### config.mk
export PLATFORM = sky130hd
export DESIGN_NAME = tcp_ram
export DESIGN_NICKNAME = d
export VERILOG_FILES = /design/src/hdl/tcp_ram.sv
export SDC_FILE = /design/constraint.sdc
export NUM_CORES = 2
export LEC_CHECK = 0
export ABC_CLOCK_PERIOD_IN_PS = 6050
export CORE_MARGIN = 1.5
export CORE_UTILIZATION = 38
export CTS_CLUSTER_DIAMETER = 80
export CTS_CLUSTER_SIZE = 40
export DETAILED_ROUTE_END_ITERATION = 7
export DONT_BUFFER_PORTS = 1
export PLACE_DENSITY = 0.52
export SETUP_SLACK_MARGIN = 0.5
export SYNTH_ARGS = -nofsm -noshare
export SYNTH_HDL_FRONTEND = slang
export SYNTH_SLANG_ARGS = --single-unit
export TNS_END_PERCENT = 10
### constraint.sdc
create_clock -name clk -period 6.05 [get_ports clk]
set_input_delay 0 -clock clk [delete_from_list [all_inputs] [get_ports clk]]
set_output_delay 0 -clock clk [all_outputs]
set_load 0.02 [all_outputs]
### src/hdl/tcp_ram.sv
// ----------------------------------------------------------------------------
// tcp_ram: generic single-write, dual-read synchronous RAM
// Read data is registered and held while the read enable is low. On a
// same-cycle collision the read returns the old contents.
// ----------------------------------------------------------------------------
`default_nettype none

module tcp_ram #(
  parameter int WIDTH = 8,
  parameter int DEPTH = 256
) (
  input  wire logic                     clk,
  input  wire logic                     wr_en,
  input  wire logic [$clog2(DEPTH)-1:0] wr_addr,
  input  wire logic [WIDTH-1:0]         wr_data,
  input  wire logic                     rd_en,
  input  wire logic [$clog2(DEPTH)-1:0] rd_addr_a,
  input  wire logic [$clog2(DEPTH)-1:0] rd_addr_b,
  output logic      [WIDTH-1:0]         rd_data_a,
  output logic      [WIDTH-1:0]         rd_data_b
);

  logic [WIDTH-1:0] mem [DEPTH];
  logic [WIDTH-1:0] rd_data_a_r;
  logic [WIDTH-1:0] rd_data_b_r;

  // Write port and read-first registered read ports.
  always_ff @(posedge clk) begin
    if (wr_en) begin
      mem[wr_addr] <= wr_data;
    end
    if (rd_en) begin
      rd_data_a_r <= mem[rd_addr_a];
      rd_data_b_r <= mem[rd_addr_b];
    end
  end

  assign rd_data_a = rd_data_a_r;
  assign rd_data_b = rd_data_b_r;

endmodule

`default_nettype wire

* Word-level counts from Yosys, hierarchy flattened *
Memory sizes are Yosys's and may differ from the RTL's. A register that Yosys moved wholly into a read port is not among the register bits.
Index checks and enable logic that the tools add are counted.

word-level totals
  bits in registers = 0
  memories = 1
  RAM bits = 2048

memories
  memory  depth  width  read ports  clocked after Yosys merged registers in  write ports  RTL line  source
  mem     256    8      2           2                                        1            23        logic [WIDTH-1:0] mem [DEPTH];

operators by class
  multiplexer cells = 2

operator list
  operator           count
  two-way mux 1 bit  2

* Logic depth before layout (Yosys ltp) *
  word-level depth = 2
  gate-level depth with buffers = 12
  gate-level depth less buffers = 6

* Least setup slack after synthesis *
OpenSTA, ideal clock, no wires.

  path type = input port to flip-flop
  start = input port rd_addr_b[0]
  end = register rd_data_b_r[0], in the netlist rd_data_b[0] (read register of mem) (data pin)
  stages = 9
  setup time = 0.277 ns
  arrival time = 1.901 ns
  buffers on the path = 3
  data required time = 5.773 ns
  setup slack = 3.872 ns
  path through = buf_4 > buf_6 > buf_2 > mux4_2 > mux4_2 > nand2_1 > a21oi_1 > a21oi_1 > a221oi_2

RTL lines
  element      RTL line  source
  from (decl)  18        input wire logic [$clog2(DEPTH)-1:0] rd_addr_b,
  to (decl)    25        logic [WIDTH-1:0] rd_data_b_r;

==> results_dict.tcl <==
set metrics [dict create \
    finClkSkew_ns 0.04900 \
    required_ns 6.65 \
    rsz0062_at_grt "false" \
    avgViaCountPerCell 6.484 \
    p_per_area_nw_per_um2 265.3 \
    max_freq_mhz 199.2 \
    crit_slowest_cell "dlygate4sd3_1" \
    rrSetupSlack_ns 2.12 \
    coreArea_um2 254200 \
    synth_top_area_share_pct 63.81 \
    htree_levels 3 \
    status "finished, violations left" \
    cap_violations 0 \
    slew_viol_final 303 \
    ys.flop_type "edfxtp_1" \
    post_cts.repair.setup_buffers 0 \
    synth_common_cells "edfxtp_1, mux4_2, nor2_1" \
    critical_path.max_stage_delay_ns 0.67 \
    timing.final.ws_setup_ns 1.031 \
    grt_max_degree 534 \
    portBuffers 0 \
    grt_pass1_wl_mm 447.6 \
    crit_chain "buf_16 > buf_16 > buf_16 > buf_16 > buf_16 > mux4_2 > mux4_2 > nand2_1 > nand4_1 > dlygate4sd3_1 > o211ai_1 > dlygate4sd3_1 > a221oi_2 > dlygate4sd3_1" \
    leakage_nw 31.68 \
    hold_violations 0 \
    cp-start-kind "input port" \
    drt_iter0_drc 7426 \
    ys_seq_area_share_pct 63.81 \
    grt_pass1_vias 53371 \
    hold_path_class "input port to flop" \
    place_area_um2 100000 \
    cp_top_family "buffers and inverters" \
    synth_edf_count 2064 \
    violations "slew limit" \
    io_pins 51 \
    peakVddDrop_mv 0.2414 \
    arrival_ns 5.62 \
    synthArstFlopShare_pct 0 \
    rr_startpoint "mem[52][4]" \
    post_cts_resized 0 \
    synth_xor_area_share_pct 0 \
    drt_drc_violations_left 0 \
    finalSetupViolations 0 \
    start_util_pct 38.22 \
    dr_total_vias 53486 \
    synth_compound_area_share_pct 3.533 \
    cts_buffers 119 \
    antenna_found_initial 20 \
    ant_nets 0 \
    clock_path_buffers 3 \
    maxSlewHeadroom_pct -34.44 \
    startpoint "rd_addr_b[0]" \
    synth_top_cell_by_area "edfxtp_1" \
    dp.final_hpwl_mm 189.6 \
    crit_top_cell "buf_16" \
    cts_tree "yes" \
    track_usage_pct 25.09 \
    synth_top_family_by_area "multiplexers" \
    endpoint_kind "flop" \
    ys_seq_elements 2064 \
    setup_tns_ns 0 \
    dr.pass1.iters 6 \
    clkLatencyLatePin_ns 0.84 \
    min_from "rd_addr_a[6]" \
    layout.nets 4810 \
    yosys.area_share.simple_pct 2.691 \
    grt_overflow 0 \
    syn_nets 4882 \
    yosysWarningCount 0 \
    period_minus_slack_ns 5.019 \
    synthAdderAreaFrac_pct 0 \
    cp_max_fo 80 \
    synth_area_um2 97130 \
    ys_types 64 \
    die_width_um 508.6 \
    cts-root-buf "clkbuf_16" \
    num_rows 185 \
    wire_per_inst_um 39.69 \
    cp_num_buf_inv 8 \
    clock-sinks 2064 \
    gp_congestion 0.8426 \
    synth_area_leaders "edfxtp_1, mux4_2, mux2i_1" \
    synth.most_common_cell "edfxtp_1" \
    path_clk_slew_ns 0.10 \
    place_ws_ns 0.9014 \
    syn_to_final_growth_pct 8.223 \
    drive_above_1_share_pct 30.82 \
    syn-instance-count 4847 \
    path_class "input port to flop" \
    fin_area_um2 105100 \
    dieArea_um2 258700 \
    avgSynthCellArea_um2 20.04 \
    fillers 22313 \
    tightest_slew_ns 2.017 \
    wl_mm 327.4 \
    post-route-period-util_pct 82.96 \
    chipHeight_um 508.6 \
    synthMuxAreaShare_pct 27.24 \
]
-- cells by family (layout without fill, tap and decap cells) --
| group | after synthesis | count (layout) |
|---|---|---|
| DFF | 2064 | 2064 |
| muxes | 1325 | 1325 |
| and+or+nand+nor | 591 | 591 |
| AOI/OAI and AO/OA | 466 | 466 |
| buffers and inverters | 401 | 430 |
| other | 0 | 7 |
-- tightest hold or removal path, cell delays in order --
cell and delay [ns]:
or2_2 0.27, a221oi_1 0.09, buf_4 0.18, nor4_1 0.21
-- metal layers --
layer / vias to the layer above / global-route usage (%) / wire [µm]
met5: - / 0 / 96
li1: 20857 / - / -
met1: 29621 / 35.44 / 134800
met3: 416 / 4.754 / 27900
met2: 2578 / 38.98 / 152400
met4: 14 / 8.794 / 12120
-- flip-flops by register name, indices dropped and copies added (netlist names) --
name	flops
rd_data_a	8
mem	2048
rd_data_b	8
-- power by group --
part,switching (mW),internal [mW]
registers,0.0706,15.8
clock network,5.44,4.19
logic,1.40,1.02
total,6.91,21.0
-- repair_timing --
item | CTS | global route
hold endpoints to repair | 2401 | 0
hold buffers | 54 | 0
endpoints found under the setup margin | 0 | 1
-- metrics by stage --
stage          power, mW  utilization (%)  hold WS [ns]  instances
4_1_cts            27.84            41.28      0.003294       8235
3_3_place_gp       18.07            39.35        0.1182       7959
6_report           27.89            41.36       0.07065       8249
3_5_place_dp       18.07            39.35        0.1186       7959
2_1_floorplan      17.68                -       0.09887       4847
5_1_grt            28.53            41.35       0.05211       8243
-- layout make-up --
cell class              count  area (µm²)  area share, %
repair buffers            202        2100          1.997
well taps                3366        4212          4.006
inverters                   6       26.28        0.02500
clock inverters           102        1191          1.133
clock buffers             120        3003          2.857
flip-flops and latches   2064       61980          58.96
diodes                      7       17.52        0.01666
multi-input cells        2382       32590          31.00
-- cell usage in the layout (no fill, tap or decap), types with 62 or more instances in the layout --
| cell type | instances |
|---|---|
| edfxtp_1 | 2064 |
| mux4_2 | 1051 |
| nor2_1 | 296 |
| mux2i_1 | 236 |
| buf_4 | 134 |
| clkbuf_16 | 121 |
| nand2_1 | 112 |
| a21oi_1 | 79 |
| o221ai_1 | 65 |
| a22oi_1 | 62 |
-- final timing paths --
path             endpoint  cells past startpoint
min          rd_data_a[7]                      4
min reg2reg  rd_data_a[0]                      6
max          rd_data_b[4]                     14
max reg2reg  rd_data_b[4]                      9
No activity file was read; power rests on OpenSTA's default activity.
