--- config.mk ---
export PLATFORM = sky130hd
export DESIGN_NAME = tcp_scan
export DESIGN_NICKNAME = d
export VERILOG_FILES = /design/src/hdl/tcp_pkg.sv /design/src/hdl/tcp_scan.sv
export SDC_FILE = /design/constraint.sdc
export NUM_CORES = 1
export LEC_CHECK = 0
export ABC_CLOCK_PERIOD_IN_PS = 1600
export BUFFER_PORTS_ARGS = -buffer_cell sky130_fd_sc_hd__buf_2
export CAP_MARGIN = 10
export CORE_ASPECT_RATIO = 0.5
export CORE_MARGIN = 2
export CORE_UTILIZATION = 45
export CTS_CLUSTER_DIAMETER = 40
export CTS_CLUSTER_SIZE = 30
export DETAILED_ROUTE_END_ITERATION = 7
export GPL_TIMING_DRIVEN = 0
export PLACE_DENSITY = 0.7
export SLEW_MARGIN = 0
export SYNTH_ARGS = -nofsm -noshare
export SYNTH_HDL_FRONTEND = slang
export SYNTH_SLANG_ARGS = --single-unit
--- constraint.sdc ---
create_clock -name clk -period 1.6 [get_ports clk]
set_input_delay 0.08 -clock clk [delete_from_list [all_inputs] [get_ports clk]]
set_output_delay 0.08 -clock clk [all_outputs]
set_load 0.05 [all_outputs]
--- src/hdl/tcp_pkg.sv ---
// ----------------------------------------------------------------------------
// tcp_pkg: shared types and constants of the text cell to pixel stream block
// Holds the frame geometry, the request codes, the channel payload structs
// and the byte packing function used by the output stage.
// ----------------------------------------------------------------------------
`default_nettype none

package tcp_pkg;

  // Frame geometry.
  localparam int TEXT_ROWS    = 12;
  localparam int TEXT_COLS    = 16;
  localparam int GLYPH_HEIGHT = 16;
  localparam int PAD_LINES    = 8;

  localparam int LINE_BYTES   = 25;
  localparam logic [7:0] PAD_BYTE = 8'hFF;
  localparam int CELL_COUNT   = TEXT_ROWS * TEXT_COLS;
  localparam int TEXT_LINES   = TEXT_ROWS * GLYPH_HEIGHT;
  localparam int TOTAL_LINES  = TEXT_LINES + PAD_LINES;
  localparam int PAIR_BYTES   = (TEXT_COLS / 2) * 3;
  localparam int GLYPH_DEPTH  = 4096;

  // Counter and address widths.
  localparam int CELL_AW  = $clog2(CELL_COUNT);
  localparam int GLYPH_AW = $clog2(GLYPH_DEPTH);
  localparam int LINE_W   = $clog2(TOTAL_LINES + 1);
  localparam int TROW_W   = $clog2(TEXT_ROWS + 1);
  localparam int BYTE_W   = $clog2(LINE_BYTES);
  localparam int PAIR_W   = $clog2((LINE_BYTES - 1) / 3 + 1);
  localparam int GROW_W   = 4;

  // Request codes.
  localparam logic [1:0] REQ_CELL  = 2'd0;
  localparam logic [1:0] REQ_GLYPH = 2'd1;
  localparam logic [1:0] REQ_EMIT  = 2'd2;

  // Position of a byte within a pair of glyph rows.
  localparam logic [1:0] BYTE_LEFT  = 2'd0;
  localparam logic [1:0] BYTE_MID   = 2'd1;
  localparam logic [1:0] BYTE_RIGHT = 2'd2;

  typedef struct packed {
    logic [1:0]  req_type;
    logic [7:0]  cell_index;
    logic [7:0]  char_code;
    logic [3:0]  glyph_row;
    logic [11:0] glyph_bits;
  } in_t;

  typedef struct packed {
    logic [7:0] pixel_byte;
    logic       frame_last;
  } out_t;

  // Per-byte control carried down the pipeline.
  typedef struct packed {
    logic       pad;
    logic [1:0] k;
    logic       last;
  } ctl_t;

  // Current scan position as seen by the cell store read.
  typedef struct packed {
    ctl_t               ctl;
    logic [GROW_W-1:0]  grow;
    logic [CELL_AW-1:0] cell_a;
    logic [CELL_AW-1:0] cell_b;
  } scan_t;

  // Select one byte of the 24-pixel word formed by two glyph rows.
  function automatic logic [7:0] pack_byte(input logic [11:0] left,
                                           input logic [11:0] right,
                                           input ctl_t        ctl);
    logic [7:0] b;
    b = PAD_BYTE;
    if (!ctl.pad) begin
      unique case (ctl.k)
        BYTE_LEFT:  b = left[11:4];
        BYTE_MID:   b = {left[3:0], right[11:8]};
        BYTE_RIGHT: b = right[7:0];
        default:    b = PAD_BYTE;
      endcase
    end
    return b;
  endfunction

endpackage

`default_nettype wire

--- src/hdl/tcp_scan.sv ---
// ----------------------------------------------------------------------------
// tcp_scan: frame position counters
// Tracks line, glyph row, text row, byte in line and byte within a pair,
// and derives the two cell addresses and the byte control for each emit.
// ----------------------------------------------------------------------------
`default_nettype none

module tcp_scan (
  input  wire logic          clk,
  input  wire logic          rst_n,
  input  wire logic          step,
  output tcp_pkg::scan_t     scan
);

  localparam int SUM_W = tcp_pkg::CELL_AW + 6;

  logic [tcp_pkg::LINE_W-1:0] line_r, line_nxt;
  logic [tcp_pkg::GROW_W-1:0] grow_r, grow_nxt;
  logic [tcp_pkg::TROW_W-1:0] trow_r, trow_nxt;
  logic [tcp_pkg::BYTE_W-1:0] byte_r, byte_nxt;
  logic [tcp_pkg::PAIR_W-1:0] pair_r, pair_nxt;
  logic [1:0]                 k_r, k_nxt;

  logic             line_end;
  logic             frame_end;
  logic             in_text;
  logic [SUM_W-1:0] cell_sum;

  assign line_end  = (byte_r == tcp_pkg::BYTE_W'(tcp_pkg::LINE_BYTES - 1));
  assign frame_end = (line_r == tcp_pkg::LINE_W'(tcp_pkg::TOTAL_LINES - 1));
  assign in_text   = (line_r < tcp_pkg::LINE_W'(tcp_pkg::TEXT_LINES));

  // Counter advance on each emitted byte.
  always_comb begin
    line_nxt = line_r;
    grow_nxt = grow_r;
    trow_nxt = trow_r;
    byte_nxt = byte_r;
    pair_nxt = pair_r;
    k_nxt    = k_r;
    if (step) begin
      if (line_end) begin
        byte_nxt = '0;
        pair_nxt = '0;
        k_nxt    = tcp_pkg::BYTE_LEFT;
        if (frame_end) begin
          line_nxt = '0;
          grow_nxt = '0;
          trow_nxt = '0;
        end else begin
          line_nxt = line_r + 1'b1;
          if (grow_r == tcp_pkg::GROW_W'(tcp_pkg::GLYPH_HEIGHT - 1)) begin
            grow_nxt = '0;
            if (in_text) begin
              trow_nxt = trow_r + 1'b1;
            end
          end else begin
            grow_nxt = grow_r + 1'b1;
          end
        end
      end else begin
        byte_nxt = byte_r + 1'b1;
        if (k_r == tcp_pkg::BYTE_RIGHT) begin
          k_nxt    = tcp_pkg::BYTE_LEFT;
          pair_nxt = pair_r + 1'b1;
        end else begin
          k_nxt = k_r + 1'b1;
        end
      end
    end
  end

  always_ff @(posedge clk) begin
    if (!rst_n) begin
      line_r <= '0;
      grow_r <= '0;
      trow_r <= '0;
      byte_r <= '0;
      pair_r <= '0;
      k_r    <= tcp_pkg::BYTE_LEFT;
    end else begin
      line_r <= line_nxt;
      grow_r <= grow_nxt;
      trow_r <= trow_nxt;
      byte_r <= byte_nxt;
      pair_r <= pair_nxt;
      k_r    <= k_nxt;
    end
  end

  // Left cell of the current pair; pad bytes read cell zero harmlessly.
  assign cell_sum = SUM_W'(trow_r) * SUM_W'(tcp_pkg::TEXT_COLS)
                  + SUM_W'({pair_r, 1'b0});

  always_comb begin
    scan.ctl.pad  = !in_text || (byte_r >= tcp_pkg::BYTE_W'(tcp_pkg::PAIR_BYTES));
    scan.ctl.k    = k_r;
    scan.ctl.last = frame_end && line_end;
    scan.grow     = grow_r;
    if (scan.ctl.pad) begin
      scan.cell_a = '0;
      scan.cell_b = '0;
    end else begin
      scan.cell_a = cell_sum[tcp_pkg::CELL_AW-1:0];
      scan.cell_b = cell_sum[tcp_pkg::CELL_AW-1:0] + 1'b1;
    end
  end

endmodule

`default_nettype wire

# Yosys cells after proc, flatten, opt, wreduce, memory -nomap -nowiden

Cells that the tools add are included.

Register bits: 27
Bits of input ports: 3
Output and inout port bits: 24
Logic and storage cells: 41

Add/subtract/negate cells: 8
Order comparisons: 2
Eq/ne operators: 4
Mux-type cells: 12
Reduce and logical (&&, ||, !) cells: 9

Operators with widths:

| kind                                                      | count |
|---|---|
| two-way mux 4 bit                                         | 7 |
| adder 8 x 1 -> 8 bit (second input constant)              | 2 |
| two-way mux 16 bit                                        | 1 |
| adder 4 x 1 -> 4 bit (second input constant)              | 3 |
| adder 8 x 5 -> 8 bit                                      | 1 |
| == test 8 bit (second input constant)                     | 1 |
| less-than comparator 8 bit (second input constant)        | 1 |
| two-way mux 8 bit                                         | 1 |
| nonzero test 2 bit                                        | 3 |
| adder 5 x 1 -> 5 bit (second input constant)              | 1 |
| == test 5 bit (second input constant)                     | 1 |
| greater-or-equal comparator 5 bit (second input constant) | 1 |
| two-way mux 5 bit                                         | 1 |
| == test 4 bit (second input constant)                     | 1 |
| two-way mux 2 bit                                         | 2 |
| AND reduction 2 bit                                       | 2 |
| AND reduction 4 bit                                       | 1 |
| adder 2 x 1 -> 2 bit (second input constant)              | 1 |
| == test 2 bit (second input constant)                     | 1 |
| logical AND 1 bit                                         | 1 |
| zero test 1 bit                                           | 1 |
| logical OR 1 bit                                          | 1 |

# Longest topological paths before layout

Gate-level depths: netlist (run 1).

Depth after elaboration: 4
Mapped depth: 8

# Least setup slack after synthesis (run 1)

OpenSTA, ideal clock, no wires.

Path kind: register to output
Start point: register line_r[6] (netlist bit)
End point: output scan[9] (netlist bit)
Arrival: 2060 ps
Data required time: 1520 ps
Slack: -540 ps
Cell stages (with the launch flop): 6
Cells stage by stage: dfxtp_1 > nand2_1 > nand2_1 > inv_1 > and2_1 > buf_4

RTL lines:

| what                   | RTL line       | text |
|---|---|---|
| from (decl)            | tcp_scan.sv:17 | `logic [tcp_pkg::LINE_W-1:0] line_r, line_nxt;` |
| from (signal assigned) | tcp_scan.sv:82 | `line_r <= line_nxt;` |
| to (decl)              | tcp_scan.sv:12 | `output tcp_pkg::scan_t scan` |

==> flow_metrics.env, run 1 <==
export IMPL_fin_crit_ps=1790
export IMPL_outcome="complete, but fails checks"
export IMPL_syn_area_per_cell_um2=8.49
export IMPL_grt_pass1_vias=1243
export IMPL_syn_area_mm2=0.00152
export IMPL_vias=1444
export IMPL_clkLatencyLatePin_ps=270
export IMPL_yosys_area_top_type_share=0.356
export IMPL_finalSetupViolations=12
export IMPL_core_mm2=0.00310
export IMPL_gp_congestion=0.837
export IMPL_ir_drop_v=0.000399
export IMPL_synth_adder_area_share=0.0659
export IMPL_fill_cells=240
export IMPL_leakage_uw=0.000883
export IMPL_cp_max_fo=3
export IMPL_clk_pin_slew_ps=90
export IMPL_first_pass_iters=4
export IMPL_synthTopCellsByArea="dfxtp_1 (36%), ha_1 (6.6%), nand2_1 (4.7%)"
export IMPL_io_buffers=24
export IMPL_hold_viol_final=0
export IMPL_cap_violations=0
export IMPL_nNetsFinal=237
export IMPL_tritoncts="yes"
export IMPL_cp_arrival_ps=1710
export IMPL_avgRoutedWirePerCell_um=14.8
export IMPL_cts_max_level=1
export IMPL_clockBufferDepth=2
export IMPL_synth_compound_gate_area_share=0.110
export IMPL_worstHoldPathType="primary input to register"
export IMPL_grtUsageTotal=0.197
export IMPL_post_synth_num_cell_types=40
export IMPL_power_density_mw_per_mm2=549
export IMPL_synthMuxAreaShare=0.00659
export IMPL_post_route_util=0.691
export IMPL_cts_buffers=3
export IMPL_start_kind="register"
export IMPL_grt_pass1_wl_mm=5.93
export IMPL_finalCritPeriodShare=1.12
export IMPL_cpMaxStageDelayCell="or4_1"
export IMPL_synth_top_area_cell="dfxtp_1"
export IMPL_ys_seq_area_frac=0.356
export IMPL_postSynthCellCount=179
export IMPL_synth_seq_cells=27
export IMPL_clock_sinks=27
export IMPL_fp_row_count=14
export IMPL_wl_mm=3.93
export IMPL_layout_area_overhead_vs_synth_pct=41.0
export IMPL_root_buffer="clkbuf_8"
export IMPL_critPathKind="register to output port"
export IMPL_vias_per_cell=5.45
export IMPL_cp_cell_sequence="ha_4, nand4_1, or4_1, buf_6, nor2_4, buf_8"
export IMPL_antenna_found_initial=0
export IMPL_required_ps=1520
export IMPL_finClkSkew_ps=2.07
export IMPL_overflow=0
export IMPL_die_area_mm2=0.00388
export IMPL_rsz0062_at_grt="true"
export IMPL_synth_simple_area_share=0.308
export IMPL_syn_num_nets=190
export IMPL_ys_warn_count=0
export IMPL_n_antenna_cell=0
export IMPL_initial_core_util=0.490
export IMPL_crit_family="simple AND/OR/NAND/NOR gates"
export IMPL_ant_nets=0
export IMPL_ios=27
export IMPL_timing_final_ws_setup_ps=-189
export IMPL_endpoint_kind="output port"
export IMPL_die_x_um=86.2
export IMPL_synth_xor_area_frac=0.0750
export IMPL_dpl_worst_slack_ps=-348
export IMPL_critical_path_max_stage_delay_ps=440
export IMPL_failed_checks="setup timing"
export IMPL_dr_first_iter_drc_count=87
export IMPL_fmax_mhz=559
export IMPL_die_height_um=45.1
export IMPL_crit_buf_inv=2
export IMPL_grt_max_degree=15
export IMPL_drive_gt1_frac=0.440
export IMPL_final_max_slew_viol_count=0
export IMPL_synth_top_family_by_area="simple AND/OR/NAND/NOR gates"
export IMPL_dp_hpwl_mm=2.48
export IMPL_drc=0
-- cell families after synthesis --
family	Yosys count
AOI/OAI and AO/OA	24
adders and majority gates	8
buffers and inverters	19
muxes	1
and+or+nand+nor	86
other	1
DFF	27
xor gates and xnor gates	13
-- flip-flops by register name (all words and copies together) (netlist names) --
name / cells
grow_r: 4
trow_r: 4
pair_r: 4
k_r: 2
line_r: 8
byte_r: 5
-- through the flow --
stage          TNS [ps]  instances  instance area, µm²  power [µW]  hold slack [ps]
2_1_floorplan      -583        179                1550         770              257
3_3_place_gp      -2940        243                1720         786              421
3_5_place_dp      -3170        243                1720         788              427
4_1_cts           -1460        259                1960        1170             98.5
5_1_grt           -1720        265                2140        1240              109
6_report          -1270        265                2140        1180              113
-- report_power, final --
| group | switching (µW) | internal [µW] |
|---|---|---|
| Combinational | 63.6 | 43.7 |
| Clock | 208 | 178 |
| Sequential | 9.75 | 672 |
| Total | 282 | 894 |
-- metal layers --
metal	share of wire	GRT usage	wire length [µm]
met5	0	0	0
met4	0.0051	0.0381	20
met3	0.055	0.0384	218
met2	0.49	0.329	1930
met1	0.45	0.273	1760
-- worst paths after layout --
check	startpoint	to	slack [ps]	cells after the start
min	rst_n	line_r[6]$_SDFFE_PN0P_	110	3
min reg2reg	grow_r[0]$_SDFFE_PN0P_	grow_r[0]$_SDFFE_PN0P_	500	2
max reg2reg	line_r[1]$_SDFFE_PN0P_	trow_r[3]$_SDFFE_PN0P_	-160	7
max	line_r[1]$_SDFFE_PN0P_	scan[20]	-190	6
-- worst reg2reg max path, stage by stage (launching register included) --
cell     delay (ps)
dfxtp_2         360
ha_4            140
nand4_1         120
or4_1           440
buf_6           150
buf_6           130
o21a_1          110
o221a_2         220
-- final cells by class --
type	count	area, µm²	share of cell area
plain buffers	15	113	0.0526
clock buffers	4	45.0	0.0210
inverters	4	18.8	0.00876
multi-input cells	133	1030	0.480
flip-flops and latches	27	568	0.265
well taps	40	50.0	0.0234
repair buffers	42	320	0.150
-- cell usage after synthesis --
cell type and n:
a21boi_0 5, nand2_1 19, buf_6 1, a32oi_1 1, conb_1 1, o221a_2 1
o21ai_0 3, nand4b_1 4, and3_1 2, a31oi_1 1, nor3_1 2, xor2_1 8
nand4_1 9, inv_1 4, mux2i_1 1, or3_1 2, nand3_1 7, nand2b_1 1
or4_1 2, and4b_1 1, a21boi_1 2, dfxtp_1 27, buf_4 9, nor4b_1 1
xnor2_1 5, o22ai_1 3, clkbuf_1 3, nand2_4 1, nor2b_1 4, a21oi_1 3
nor2_1 16, and2_1 10, o21ai_2 1, ha_1 8, nor4_1 2, a211o_1 1
nand3b_1 2, and3b_1 1, o21a_1 3, buf_2 2
-- repair_timing --
action / CTS / global route
setup endpoints to repair: 36 / 31
buffers inserted: 12 / 7
pin swaps: 12 / 11
gates resized for setup: 36 / 31
hold buffers: 0 / 0
-- cells in the final DEF, fill, tap and decap left out, drive strengths merged, types with 2 or more instances in the layout --
master and count:
a21boi 7, a21oi 3, and2 10, and3 2, buf 54, clkbuf 7
dfxtp 27, ha 8, inv 3, nand2 20, nand3 7, nand3b 2
nand4 9, nand4b 4, nor2 16, nor2b 4, nor3 2, nor4 2
o21a 3, o21ai 4, o22ai 3, or3 2, or4 2, xnor2 5
xor2 8
No activity file was read; power rests on OpenSTA's default activity.
==> inputs of run 2 (changes only) <==
Settings changed: CTS_BUF_LIST set to sky130_fd_sc_hd__clkbuf_8, MAX_ROUTING_LAYER set to met4.
==> run 2 against run 1 <==
The run still ends with setup timing left. Clock power shrank 2%. Count of clock-buffer cells in the layout decreased by 1. Routed wire length rose by 0.53%. Maximum frequency about the same. Sequential cell count did not move. Combinational power about the same. Sequential share of layout area did not move. Final cell count unchanged. Design area did not move. Core utilization unchanged. Largest cell class unchanged. Largest power group unchanged.
==> flow_metrics.env, run 2 (same netlist as run 1, synthesis figures left out) <==
export IMPL_dp_hpwl_mm=2.48
export IMPL_die_area_mm2=0.00388
export IMPL_clock_sinks=27
export IMPL_power_internal_uw=888
export IMPL_cpMaxStageDelayCell="or4_1"
export IMPL_drive_gt1_frac=0.440
export IMPL_outcome="complete, but fails checks"
export IMPL_fmax_mhz=559
export IMPL_cp_arrival_ps=1710
export IMPL_grtUsageTotal=0.204
export IMPL_overflow=0
export IMPL_ant_nets=0
export IMPL_n_antenna_cell=0
export IMPL_vias=1448
export IMPL_first_pass_iters=4
export IMPL_vias_per_cell=5.46
export IMPL_finClkSkew_ps=2.08
export IMPL_ir_drop_v=0.000398
export IMPL_timing_final_ws_setup_ps=-189
export IMPL_required_ps=1520
export IMPL_clk_pin_slew_ps=90
export IMPL_met1_usage=0.273
export IMPL_hold_viol_final=0
export IMPL_p_clk_frac=0.325
export IMPL_met2_usage=0.329
export IMPL_fp_row_count=14
export IMPL_regMostFlops="line_r"
export IMPL_fin_crit_ps=1790
export IMPL_clkLatencyLatePin_ps=270
export IMPL_post_route_util=0.691
export IMPL_layout_common_cells="buf_4 (25), buf_2 (16), dfxtp_1 (15)"
export IMPL_cts_hold_buf=0
export IMPL_finalPower_uw=1170
export IMPL_largest_reg_flops=8
export IMPL_holdWs_ps=116
export IMPL_cap_violations=0
export IMPL_power_switching_uw=282
export IMPL_tritoncts="yes"
export IMPL_gr_usage_met3=0.0384
export IMPL_cts_buffers=3
export IMPL_final_common_cell="buf_4"
export IMPL_root_buffer="clkbuf_8"
export IMPL_drc=0
export IMPL_dr_first_iter_drc_count=96
export IMPL_rsz0062_at_grt="true"
export IMPL_critical_path_max_stage_delay_ps=440
export IMPL_cp_cell_sequence="ha_4, nand4_1, or4_1, buf_6, nor2_4, buf_8"
export IMPL_antenna_found_initial=0
export IMPL_finalSetupViolations=12
export IMPL_clockBufferDepth=2
export IMPL_nNetsFinal=237
export IMPL_largestRegisters="line_r (8), byte_r (5)"
export IMPL_fill_cells=240
export IMPL_grt_busiest_layer="met2"
export IMPL_critPathKind="register to output port"
export IMPL_grt_pass1_wl_mm=5.93
export IMPL_cts_max_level=1
export IMPL_core_mm2=0.00310
export IMPL_die_x_um=86.2
export IMPL_ios=27
export IMPL_leakage_uw=0.000887
export IMPL_crit_family="simple AND/OR/NAND/NOR gates"
export IMPL_grt_pass1_vias=1243
export IMPL_power_density_mw_per_mm2=546
export IMPL_gp_congestion=0.850
export IMPL_final_max_slew_viol_count=0
export IMPL_io_buffers=24
export IMPL_initial_core_util=0.490
export IMPL_finalCritPeriodShare=1.12
export IMPL_swShare=0.241
export IMPL_start_kind="register"
export IMPL_layout_area_overhead_vs_synth_pct=41.0
export IMPL_seq_power_share=0.583
export IMPL_cp_max_fo=3
export IMPL_endpoint_kind="output port"
export IMPL_failed_checks="setup timing"
export IMPL_crit_buf_inv=2
export IMPL_avgRoutedWirePerCell_um=14.9
export IMPL_wl_mm=3.95
export IMPL_worstHoldPathType="primary input to register"
export IMPL_die_height_um=45.1
export IMPL_grt_max_degree=15
export IMPL_p_comb_frac=0.092
-- run 2: final timing paths --
check | startpoint | to | slack, ps | cells past startpoint
worst min register to register | grow_r[0]$_SDFFE_PN0P_ | grow_r[0]$_SDFFE_PN0P_ | 500 | 2
worst max-delay path | line_r[1]$_SDFFE_PN0P_ | scan[20] | -190 | 6
worst max register to register | line_r[1]$_SDFFE_PN0P_ | trow_r[3]$_SDFFE_PN0P_ | -160 | 7
worst min-delay path | rst_n | line_r[6]$_SDFFE_PN0P_ | 120 | 3
-- run 2: what timing repair did --
item	4_1_cts	5_1_grt
setup endpoints to repair	36	31
gates cloned	0	0
resized for setup	36	31
setup buffers	12	7
pin swaps	12	11
-- run 2: worst register-to-register path: cells and delay by family, from the launching register on --
| family | cells | cell delay (ps) |
|---|---|---|
| adders and majority gates | 1 | 140 |
| AOI/OAI and AO/OA | 2 | 330 |
| buffers and inverters | 2 | 280 |
| DFF | 1 | 360 |
| and+or+nand+nor | 2 | 560 |
-- run 2: final cells by class --
type	instances	area, µm²	area share
Clock inverter	1	3.75	0.00175
Multi-Input combinational cell	133	1030	0.480
Tap cell	40	50.0	0.0234
Inverter	4	18.8	0.00876
Timing Repair Buffer	42	320	0.150
Sequential cell	27	568	0.265
Buffer	15	113	0.0526
Clock buffer	3	41.3	0.0193
-- run 2: stage by stage --
step	setup WS, ps	std cells	instance area [µm²]	setup TNS (ps)
detailed placement	-348	243	1720	-3170
CTS	-234	259	1960	-1460
global route	-232	265	2140	-1720
finish	-189	265	2140	-1330
global placement	-407	243	1720	-2940
floorplan	-104	179	1550	-583
-- run 2: per-layer routing --
metal	wire length [µm]	part of all wire
met5	0	0
met4	19	0.0048
met3	216	0.055
met2	1910	0.48
met1	1810	0.46
-- run 2: power by group through the flow --
| stage | clock network (µW) | logic [µW] | registers, µW |
|---|---|---|---|
| floorplan | 0 | 56.0 | 714 |
| global placement | 0 | 81.8 | 704 |
| detailed placement | 0 | 83.4 | 705 |
| CTS | 388 | 94.5 | 686 |
| global route | 434 | 117 | 683 |
| finish | 381 | 108 | 682 |
==> inputs of run 3 (changes only) <==
--- a/config.mk
+++ b/config.mk
@@ -8,5 +8,5 @@
 export ABC_CLOCK_PERIOD_IN_PS = 1600
 export BUFFER_PORTS_ARGS = -buffer_cell sky130_fd_sc_hd__buf_2
-export CAP_MARGIN = 10
+export CAP_MARGIN = 5
 export CORE_ASPECT_RATIO = 0.5
 export CORE_MARGIN = 2
==> constraint.sdc (replaced) <==
create_clock -name clk -period 1.6 [get_ports clk]
set_input_delay 0.24 -clock clk [delete_from_list [all_inputs] [get_ports clk]]
set_output_delay 0.24 -clock clk [all_outputs]
set_load 0.05 [all_outputs]
==> run 3 against run 2 <==
The flow still finishes with violations (setup timing). Setup slack got worse by 140 ps. Clock skew rose by 1.8 ps. Die area unchanged. First-iteration DRC count fell by 30%. Highest routed layer unchanged. Sequential power barely moved.
==> flow_metrics.env, run 3 (same netlist as run 1, synthesis figures left out) <==
export IMPL_power_density_mw_per_mm2=510
export IMPL_die_x_um=86.2
export IMPL_rr_endpoint="trow_r[3]$_SDFFE_PN0P_"
export IMPL_failed_checks="setup timing"
export IMPL_wl_met3_um=192
export IMPL_ir_drop_v=0.000315
export IMPL_layout_common_cells="buf_6 (18), buf_4 (17), nand2_1 (14)"
export IMPL_cts_max_level=1
export IMPL_core_mm2=0.00310
export IMPL_power_internal_uw=885
export IMPL_top_layer_used="met4"
export IMPL_layoutNonFillerInstCount=265
export IMPL_p_comb_frac=0.087
export IMPL_timing_final_ws_setup_ps=-325
export IMPL_largest_reg_flops=8
export IMPL_cap_violations=0
export IMPL_outcome="complete, but fails checks"
export IMPL_rsz0062_at_grt="true"
export IMPL_dp_hpwl_mm=2.46
export IMPL_fin_crit_ps=1920
export IMPL_nNetsFinal=237
export IMPL_vias_per_cell=5.55
export IMPL_ff2ff_path_depth=8
export IMPL_root_buffer="clkbuf_8"
export IMPL_layout_area_overhead_vs_synth_pct=51.5
export IMPL_dr_first_iter_drc_count=67
export IMPL_crit_family="simple AND/OR/NAND/NOR gates"
export IMPL_wl_mm=3.90
export IMPL_reg2reg_setup_slack_ps=-230
export IMPL_power_switching_uw=288
export IMPL_required_ps=1360
export IMPL_p_clk_frac=0.334
export IMPL_reg2reg_from="line_r[1]$_SDFFE_PN0P_"
export IMPL_antenna_found_initial=0
export IMPL_initial_core_util=0.490
export IMPL_cp_max_fo=3
export IMPL_largestRegisters="line_r (8), byte_r (5)"
export IMPL_seq_power_share=0.579
export IMPL_critPathKind="register to output port"
export IMPL_grt_pass1_wl_mm=6.24
export IMPL_drc=0
export IMPL_n_antenna_cell=0
export IMPL_die_height_um=45.1
export IMPL_clkLatencyLatePin_ps=280
export IMPL_cp_arrival_ps=1680
export IMPL_endpoint_kind="output port"
export IMPL_clockBufferDepth=2
export IMPL_ant_nets=0
export IMPL_leakage_uw=0.000900
export IMPL_avgRoutedWirePerCell_um=14.7
export IMPL_cpMaxStageDelayCell="or4_1"
export IMPL_final_common_cell="buf_6"
export IMPL_clk_pin_slew_ps=90
export IMPL_vias=1472
export IMPL_hold_viol_final=0
export IMPL_dr_wl_met2_mm=1.83
export IMPL_fp_row_count=14
export IMPL_crit_buf_inv=2
export IMPL_overflow=0
export IMPL_fmax_mhz=520
export IMPL_worstHoldPathType="primary input to register"
export IMPL_final_max_slew_viol_count=0
export IMPL_gp_congestion=0.797
export IMPL_fill_cells=220
export IMPL_finalCritPeriodShare=1.20
export IMPL_die_area_mm2=0.00388
export IMPL_finClkSkew_ps=3.87
export IMPL_critical_path_max_stage_delay_ps=430
export IMPL_cp_cell_sequence="ha_4, nand4_1, or4_1, buf_6, nor2_4, buf_8"
export IMPL_worst_path_stages=6
export IMPL_hp_start="rst_n"
export IMPL_seq_area_um2=571
export IMPL_clock_sinks=27
export IMPL_crit_end="scan[20]"
export IMPL_start_kind="register"
export IMPL_swShare=0.246
export IMPL_cts_buffers=3
export IMPL_drive_gt1_frac=0.458
export IMPL_io_buffers=24
export IMPL_grtUsageTotal=0.221
export IMPL_multi_input_area_mm2=0.00106
export IMPL_ios=27
export IMPL_finalPower_uw=1170
export IMPL_grt_pass1_vias=1324
export IMPL_post_place_cells=243
export IMPL_fin_tns_setup_ps=-2910
export IMPL_tritoncts="yes"
export IMPL_first_pass_iters=4
export IMPL_finalSetupViolations=22
export IMPL_startpoint="line_r[1]$_SDFFE_PN0P_"
export IMPL_drt_met1_wl_mm=1.83
export IMPL_grt_max_degree=15
export IMPL_regMostFlops="line_r"
==> run 3: worst min-delay path by stage <==
stage	endpoint	slack (ps)	cells after the start
after global placement	line_r[1]$_SDFFE_PN0P_	470	2
after detailed placement	line_r[1]$_SDFFE_PN0P_	480	2
after global routing	line_r[7]$_SDFFE_PN0P_	260	3
after floorplan	line_r[6]$_SDFFE_PN0P_	410	2
final	grow_r[2]$_SDFFE_PN0P_	260	3
after CTS	line_r[7]$_SDFFE_PN0P_	260	3
==> run 3: worst register-to-register path, stage by stage (launching register included) <==
cell     delay, ps
dfxtp_4        370
ha_4           130
nand4_1         90
or4_1          430
buf_6          140
buf_4          120
buf_6          130
o21a_1         100
o221a_2        210
==> run 3: repair_timing <==
item | 4_1_cts | 5_1_grt
setup buffers | 16 | 4
pin swaps | 17 | 10
cloned | 0 | 0
endpoints found under the setup margin | 36 | 29
hold buffers | 0 | 0
resized for setup | 66 | 24
==> run 3: stage by stage <==
stage | util | cell area [µm²] | hold WS (ps) | setup WS (ps)
floorplan | - | 1630 | 409 | -74.7
global placement | 0.580 | 1800 | 470 | -255
detailed placement | 0.580 | 1800 | 479 | -254
CTS | 0.707 | 2190 | 256 | -382
global route | 0.742 | 2300 | 263 | -400
finish | 0.742 | 2300 | 261 | -325
==> run 3: power groups by stage <==
stage | Sequential (µW) | Clock (µW) | Combinational (µW)
floorplan | 712 | 0 | 56.5
global placement | 703 | 0 | 83.0
detailed placement | 703 | 0 | 84.2
CTS | 681 | 402 | 97.5
global route | 681 | 428 | 111
finish | 680 | 392 | 102
==> run 3: cell type report <==
type,count,share of cell area
Buffer,15,0.0604
Clock buffer,3,0.0179
Clock inverter,1,0.00163
Inverter,4,0.00816
Multi-Input combinational cell,133,0.463
Sequential cell,27,0.248
Tap cell,40,0.0218
Timing Repair Buffer,42,0.179
==> run 3: routing by layer <==
metal,track usage,up-vias
met4,0.0667,0
met1,0.280,719
met2,0.366,35
met3,0.0439,5
li1,-,713
met5,-,-
